[src/rtl/zrg_pkg.sv]
// shared types and constants of the zone request generator
package zrg_pkg;

    localparam int ZONE_W   = 6;
    localparam int TEMP_W   = 16;
    localparam int PCT_W    = 10;
    localparam int FLOW_W   = 16;
    localparam int TIME_W   = 16;
    localparam int REQ_W    = 2;
    localparam int CFG_IDX_W  = 2;
    localparam int CFG_DATA_W = 16;

    localparam logic [CFG_IDX_W-1:0] REG_IMPERIAL = 2'd0;
    localparam logic [CFG_IDX_W-1:0] REG_PRESS_PERSIST = 2'd1;
    localparam logic [CFG_IDX_W-1:0] REG_TEMP_PERSIST = 2'd2;
    localparam logic [CFG_IDX_W-1:0] REG_SUPPRESS = 2'd3;

    localparam logic [TIME_W-1:0] RST_PRESS_PERSIST = 16'd600;
    localparam logic [TIME_W-1:0] RST_TEMP_PERSIST  = 16'd1200;
    localparam logic [TIME_W-1:0] RST_SUPPRESS      = 16'd600;

    localparam logic [PCT_W-1:0] LEVEL_ON  = 10'd950;
    localparam logic [PCT_W-1:0] LEVEL_OFF = 10'd850;

    localparam logic signed [TEMP_W:0] HIGH_DIFF_SI = 17'sd300;
    localparam logic signed [TEMP_W:0] MED_DIFF_SI  = 17'sd200;
    localparam logic signed [TEMP_W:0] HIGH_DIFF_IP = 17'sd500;
    localparam logic signed [TEMP_W:0] MED_DIFF_IP  = 17'sd300;

    localparam logic [REQ_W-1:0] REQ_NONE = 2'd0;
    localparam logic [REQ_W-1:0] REQ_ONE  = 2'd1;
    localparam logic [REQ_W-1:0] REQ_TWO  = 2'd2;
    localparam logic [REQ_W-1:0] REQ_THREE = 2'd3;

    typedef struct packed {
        logic [ZONE_W-1:0]        zone_index;
        logic signed [TEMP_W-1:0] zone_temp;
        logic signed [TEMP_W-1:0] cooling_setpoint;
        logic [PCT_W-1:0]         cooling_demand;
        logic [FLOW_W-1:0]        airflow;
        logic [FLOW_W-1:0]        airflow_setpoint;
        logic [PCT_W-1:0]         damper_command;
        logic [TIME_W-1:0]        elapsed_time;
    } t_sample;

    typedef struct packed {
        logic [ZONE_W-1:0] result_zone;
        logic [REQ_W-1:0]  pressure_request;
        logic [REQ_W-1:0]  cooling_request;
    } t_result;

    typedef struct packed {
        logic       valid;
        logic [1:0] count;
    } t_queue_status;

endpackage

[src/rtl/zrg_result_queue.sv]
// three-entry result queue between the update stage and the output channel
module zrg_result_queue
    import zrg_pkg::*;
(
    input  logic          i_clk,
    input  logic          i_rst_n,
    input  logic          i_push,
    input  t_result       i_data,
    input  logic          i_ready,
    output t_queue_status o_status,
    output t_result       o_data
);

    localparam logic [1:0] LAST = 2'd2;

    t_result    r_buf [3];
    logic [1:0] r_wr_ptr, n_wr_ptr;
    logic [1:0] r_rd_ptr, n_rd_ptr;
    logic [1:0] r_count, n_count;
    logic       pop;

    assign pop = (r_count != 2'd0) && i_ready;

    always_comb begin
        n_wr_ptr = r_wr_ptr;
        n_rd_ptr = r_rd_ptr;
        n_count  = r_count;
        if (i_push) begin
            n_wr_ptr = (r_wr_ptr == LAST) ? 2'd0 : r_wr_ptr + 2'd1;
        end
        if (pop) begin
            n_rd_ptr = (r_rd_ptr == LAST) ? 2'd0 : r_rd_ptr + 2'd1;
        end
        if (i_push && !pop) begin
            n_count = r_count + 2'd1;
        end else if (!i_push && pop) begin
            n_count = r_count - 2'd1;
        end
    end

    always_ff @(posedge i_clk) begin
        if (!i_rst_n) begin
            r_wr_ptr <= 2'd0;
            r_rd_ptr <= 2'd0;
            r_count  <= 2'd0;
        end else begin
            r_wr_ptr <= n_wr_ptr;
            r_rd_ptr <= n_rd_ptr;
            r_count  <= n_count;
        end
    end

    always_ff @(posedge i_clk) begin
        if (i_push) begin
            r_buf[r_wr_ptr] <= i_data;
        end
    end

    assign o_data         = r_buf[r_rd_ptr];
    assign o_status.valid = (r_count != 2'd0);
    assign o_status.count = r_count;

`ifndef NO_ASSERTIONS
    a_no_overflow: assert property (@(posedge i_clk) disable iff (!i_rst_n)
        i_push |-> (r_count != 2'd3) || i_ready)
        else $error("result queue overflow");
`endif

endmodule

[config.mk]
export PLATFORM = sky130hd
export DESIGN_NAME = zrg_result_queue
export DESIGN_NICKNAME = d
export VERILOG_FILES = /design/src/rtl/zrg_pkg.sv /design/src/rtl/zrg_result_queue.sv
export SDC_FILE = /design/constraint.sdc
export NUM_CORES = 1
export LEC_CHECK = 0
export ABC_CLOCK_PERIOD_IN_PS = 2050
export BUFFER_PORTS_ARGS = -buffer_cell sky130_fd_sc_hd__buf_2
export CELL_PAD_IN_SITES_DETAIL_PLACEMENT = 1
export CELL_PAD_IN_SITES_GLOBAL_PLACEMENT = 2
export CORE_ASPECT_RATIO = 0.7
export CORE_UTILIZATION = 30
export CTS_BUF_LIST = sky130_fd_sc_hd__clkbuf_8
export DETAILED_ROUTE_END_ITERATION = 7
export GPL_TIMING_DRIVEN = 0
export PLACE_DENSITY = 0.67
export SYNTH_ARGS = -nofsm -noshare
export SYNTH_HDL_FRONTEND = slang
export SYNTH_SLANG_ARGS = --single-unit
[constraint.sdc]
create_clock -name i_clk -period 2.05 [get_ports i_clk]
set_input_delay 0.41 -clock i_clk [delete_from_list [all_inputs] [get_ports i_clk]]
set_output_delay 0.41 -clock i_clk [all_outputs]
set_load 0.005 [all_outputs]
==> results.toml, run 1 <==
[worst_setup_path]
endpoint_kind = "output port"
critical_path.max_stage_delay_ns = 0.42
crit_fanout = 10
cp_data_required_time_ns = 1.64
path_class = "reg -> out"
critPathArrivalTime_ns = 1.40
crit_chain = "clkbuf_1 -> nand2_1 -> o21ai_1 -> buf_2"
critPathSlowestCell = "clkbuf_1"
start_kind = "flip-flop"
path_delay_family = "buffers and inverters"
worst-path-buf-inv = 2

[power]
p_seq_share_pct = 51.9
switching_power_mw = 0.4998
irDropWorstVdd_uv = 345.8
combPwrFrac_pct = 22.2
power_mw = 1.822
clockPowerShare_pct = 25.9
powerDensity_nw_per_um2 = 1063
p_sw_share_pct = 27.43
p_int_mw = 1.323
power_leakage_nw = 0.6083

[synth]
synth-main-ff-cell = "edfxtp_1"
synth-seq-area-share_pct = 74.78
synth_cells = 95
yosys.area.top_type = "edfxtp_1"
netlist_area_um2 = 1419
synth_cell_type_count = 21
mappedNetlistNets = 110
syn_avg_cell_area_um2 = 14.94
yosysTopAreaCellShare_pct = 63.49
ys_async_sr_fraction_pct = 0
synth_seq_cells = 38
ys_top_cells_by_count = "30 x edfxtp_1, 14 x nand2_1, 10 x mux2i_1, 10 x o21ai_1, 8 x dfxtp_1"
ys_top_cells_by_area = "edfxtp_1 63%, dfxtp_1 11%, mux2i_1 7.1%"
synth_warnings = 0
synth_edf_count = 30
yosysMostFrequentCell = "edfxtp_1"

[cts]
root_buffer = "clkbuf_8"
h-tree-depth = 2
cts_tree = "done"
insertion_delay_ns = 0.28
cts-buffers-inserted = 5
clk_pin_slew_ns = 0.07
cts_hold_buf = 0
cts_setup_buffers = 0
clock_sinks = 38
cts.repair.resized = 0
ctsLongestPathBuffers = 2

[die]
die_y_um = 59.54
core_area_um2 = 4429
rows = 20
ios = 27
fp.dieW_um = 84.20
die_area_um2 = 5013
start_util_pct = 32.03

[timing]
setup_ws_ns = 0.2374
hold_violations = 0
max_freq_ghz = 0.5517
max-slew-margin-rel_pct = 27.66
whs_ns = 0.3240
fin_crit_sh_pct = 88.42
timing.setup.tns_ns = 0
min_period_ns = 1.813
fin_skew_ns = 0.001728
finalSetupViolations = 0
slew_viol_final = 0
rsz0062_at_grt = "false"
tightestPinTransition_ns = 1.081

[drt]
drc = 8
vias = 858
routedWlPerCell_um = 15.46
drt-pass1-iter-count = 6
drtIter0Drc = 48
drt-vias-per-instance = 4.638
totalWireLength_mm = 2.861
ant_nets = 0

[layout]
num_antenna_cells = 0
multi_input_area_um2 = 350.3
area_delta_synth_final_pct = 20.81
final_nets = 144
layout-drive-gt1-share_pct = 26.92
fin_util_pct = 38.70
regArea_um2 = 1061
n_fill_cell = 476

[min_path]
hp-class = "in -> reg"

[placement]
gp_congestion = 0.6294
post-place-ws_ns = 0.1516
portBuffers = 26
hpwl_mm = 1.947

[grt]
grt_pass1_vias = 924
overflow = 0
grt_use_total_pct = 13.13
antenna_found_initial = 0
grt_start_max_net_pins = 12
grt_pass1_wl_mm = 4.657

[flow_run]
max_cap_viol_count = 0

[run_status]
status = "finished with violations"
violations = "DRC"
-- final timing paths --
| kind | from | to | slack, ns | cells after the start |
|---|---|---|---|---|
| max | flip-flop | o_data[2] | 0.24 | 4 |
| min | i_data[0] | r_buf[0][0]$_DFFE_PP_ | 0.32 | 1 |
| max reg2reg | r_wr_ptr[0]$_SDFFE_PN0P_ | r_buf[1][9]$_DFFE_PP_ | 0.36 | 2 |
| min reg2reg | r_rd_ptr[0]$_SDFFE_PN0P_ | flip-flop | 0.49 | 2 |
-- cell type report --
class / count / area share, %
flip-flops and latches: 38 / 61.90
well taps: 55 / 4.015
clock buffers: 5 / 4.015
repair buffers: 27 / 8.248
clock inverters: 3 / 0.6569
multi-input cells: 54 / 20.44
plain buffers: 3 / 0.7299
-- worst reg2reg max path: cells and delay by family (launching register included) --
kind | cells | cell delay (ns)
and+or+nand+nor | 2 | 0.91
DFF | 1 | 0.40
-- power by group through the flow --
| stage | Combinational, mW | Clock (mW) | Sequential (mW) |
|---|---|---|---|
| after floorplan | 0.238 | 0 | 0.954 |
| after global placement | 0.384 | 0 | 0.956 |
| after detailed placement | 0.412 | 0 | 0.963 |
| after CTS | 0.413 | 0.487 | 0.947 |
| after global routing | 0.454 | 0.519 | 0.956 |
| final | 0.404 | 0.472 | 0.946 |
-- per-layer routing --
metal	global-route usage [%]	vias up	share of wire, %
met3	3.900	5	4.9
met1	14.16	419	42
met4	6.650	0	1.3
met2	24.12	19	51
li1	-	415	-
met5	0	-	0
-- metrics by stage --
| step | cell area, µm² | instances |
|---|---|---|
| 3_3_place_gp | 1618 | 176 |
| 4_1_cts | 1714 | 185 |
| 6_report | 1714 | 185 |
| 2_1_floorplan | 1419 | 95 |
| 3_5_place_dp | 1634 | 177 |
| 5_1_grt | 1714 | 185 |
-- placed cells by master (no fill, tap or decap), types with 2 or more instances in the layout --
master | synthesis | routed
buf_2 | 1 | 27
nor2_1 | 2 | 2
dfxtp_1 | 8 | 8
nor2b_1 | 2 | 2
or3_1 | 2 | 2
o21a_1 | 2 | 2
clkinv_1 | 0 | 3
clkbuf_1 | 2 | 2
edfxtp_1 | 30 | 30
a21boi_1 | 3 | 3
clkbuf_8 | 0 | 5
nand2_1 | 14 | 14
mux2i_1 | 10 | 10
o21ai_1 | 10 | 10
-- cell families after synthesis --
group / count (synthesis) / synth area share [%]
AO/OA/AOI/OAI: 17 / 7.142
XOR/XNOR: 2 / 1.235
adder cells (fa/ha/maj): 1 / 0.8817
buffers and inverters: 3 / 0.8817
flip-flops: 38 / 74.78
multiplexers: 10 / 7.055
AND/OR/NAND/NOR: 24 / 8.025
-- flip-flops by register name, indices dropped and copies added (netlist names), named ones only --
register and cells:
r_count 2, r_buf 30, r_rd_ptr 2, r_wr_ptr 2
Note: power is estimated with default switching activity, not from simulation.
==> inputs of run 2 (changes only) <==
Settings changed: PLACE_DENSITY 0.67 to default, PLACE_DENSITY_LB_ADDON from default to 0.1.
==> results.toml, run 2 (synthesis gave the netlist of run 1 again) <==
[worst_setup_path]
endpoint_kind = "output port"
critPathArrivalTime_ns = 1.37
critical_path.max_stage_delay_ns = 0.42
r2r_start = "r_wr_ptr[0]$_SDFFE_PN0P_"
start_kind = "flip-flop"
path_class = "reg -> out"
critPathSlowestCell = "clkbuf_1"
crit_fanout = 10
worst-path-buf-inv = 2
crit_chain = "clkbuf_1 -> nand2_1 -> o21ai_1 -> buf_2"
path_delay_family = "buffers and inverters"
cp_data_required_time_ns = 1.64

[cts]
h-tree-depth = 2
clock_sinks = 38
cts_setup_buffers = 0
cts_tree = "done"
clk_pin_slew_ns = 0.07
root_buffer = "clkbuf_8"
cts_hold_buf = 0
insertion_delay_ns = 0.28
ctsLongestPathBuffers = 2
cts.repair.resized = 0
cts-buffers-inserted = 5

[power]
power_leakage_nw = 0.6144
power_mw = 1.805
powerDensity_nw_per_um2 = 1052
irDropWorstVdd_uv = 415.0

[layout]
largest_reg_flops = 30
area_delta_synth_final_pct = 20.90
postLayoutCellArea_um2 = 1715
layout_common_cells = "30 x edfxtp_1, 27 x buf_2, 14 x nand2_1"
layout_commonest_cell = "edfxtp_1"
final_nets = 144
fin_util_pct = 38.73
layout-drive-gt1-share_pct = 27.69
regMostFlops = "r_buf"
n_fill_cell = 481
num_antenna_cells = 0

[timing]
slew_viol_final = 0
hold_violations = 0
finalSetupViolations = 0
tightestPinTransition_ns = 0.9970
max_freq_ghz = 0.5623
rsz0062_at_grt = "false"
setup_ws_ns = 0.2715
max-slew-margin-rel_pct = 33.29
fin_crit_sh_pct = 86.76
whs_ns = 0.3280
min_period_ns = 1.779
fin_skew_ns = 0.003286

[placement]
portBuffers = 26
hpwl_mm = 1.827
post-place-ws_ns = 0.2109
dpl_cell_area_um2 = 1634
gp_congestion = 0.6684

[grt]
grt_pass1_vias = 851
overflow = 0
grt_use_total_pct = 12.10
grt_start_max_net_pins = 12
antenna_found_initial = 0
grt_pass1_wl_mm = 4.229

[die]
rows = 20
die_area_um2 = 5013
fp.dieW_um = 84.20
core_area_um2 = 4429
ios = 27
die_y_um = 59.54
start_util_pct = 32.03

[drt]
drt-pass1-iter-count = 5
drtIter0Drc = 23
routedWlPerCell_um = 14.28
drt-vias-per-instance = 4.535
totalWireLength_mm = 2.642
ant_nets = 0
drc = 6
vias = 839

[min_path]
hp-class = "in -> reg"
min_from = "i_data[0]"

[flow_run]
max_cap_viol_count = 0

[run_status]
status = "finished with violations"
violations = "DRC"
-- run 2: cell types whose count changed in the layout (fill, tap and decap cells not counted) --
cell      delta
inv_1        +1
clkinv_2     +1
clkinv_1     -2
-- run 2: cell type report --
cell class                      instances  area [µm²]  area share (%)
Multi-Input combinational cell         54       350.3           20.42
Clock buffer                            5       68.82           4.012
Sequential cell                        38        1061           61.85
Buffer                                  3       12.51          0.7294
Tap cell                               55       68.82           4.012
Timing Repair Buffer                   27       141.4           8.242
Clock inverter                          3       12.51          0.7294
-- run 2: final timing paths --
| kind | depth (start not counted) | end | slack, ns |
|---|---|---|---|
| worst max-delay path | 4 | o_data[5] | 0.27 |
| worst min-delay path | 1 | r_buf[2][0]$_DFFE_PP_ | 0.33 |
| worst max register to register | 2 | r_buf[1][6]$_DFFE_PP_ | 0.46 |
| worst min register to register | 2 | r_rd_ptr[0]$_SDFFE_PN0P_ | 0.49 |
-- run 2: metal layers --
layer | vias to the layer above | global-route usage (%) | routed length (µm)
li1 | 416 | - | -
met1 | 402 | 13.90 | 1228
met2 | 16 | 20.49 | 1256
met3 | 5 | 4.039 | 115
met4 | 0 | 6.650 | 42
met5 | - | 0 | 0
-- run 2: where the power goes --
part | total, mW | leakage [nW] | switching, mW | internal, mW
logic | 0.392 | 0.225 | 0.197 | 0.195
registers | 0.944 | 0.343 | 0.0440 | 0.900
clock network | 0.469 | 0.0468 | 0.241 | 0.229
total | 1.80 | 0.614 | 0.481 | 1.32
-- run 2: per-stage QoR --
step                      TNS (ns)  cells
after floorplan                  0     95
after global placement      -4.752    176
after detailed placement         0    177
after CTS                        0    185
after global routing             0    185
final                            0    185
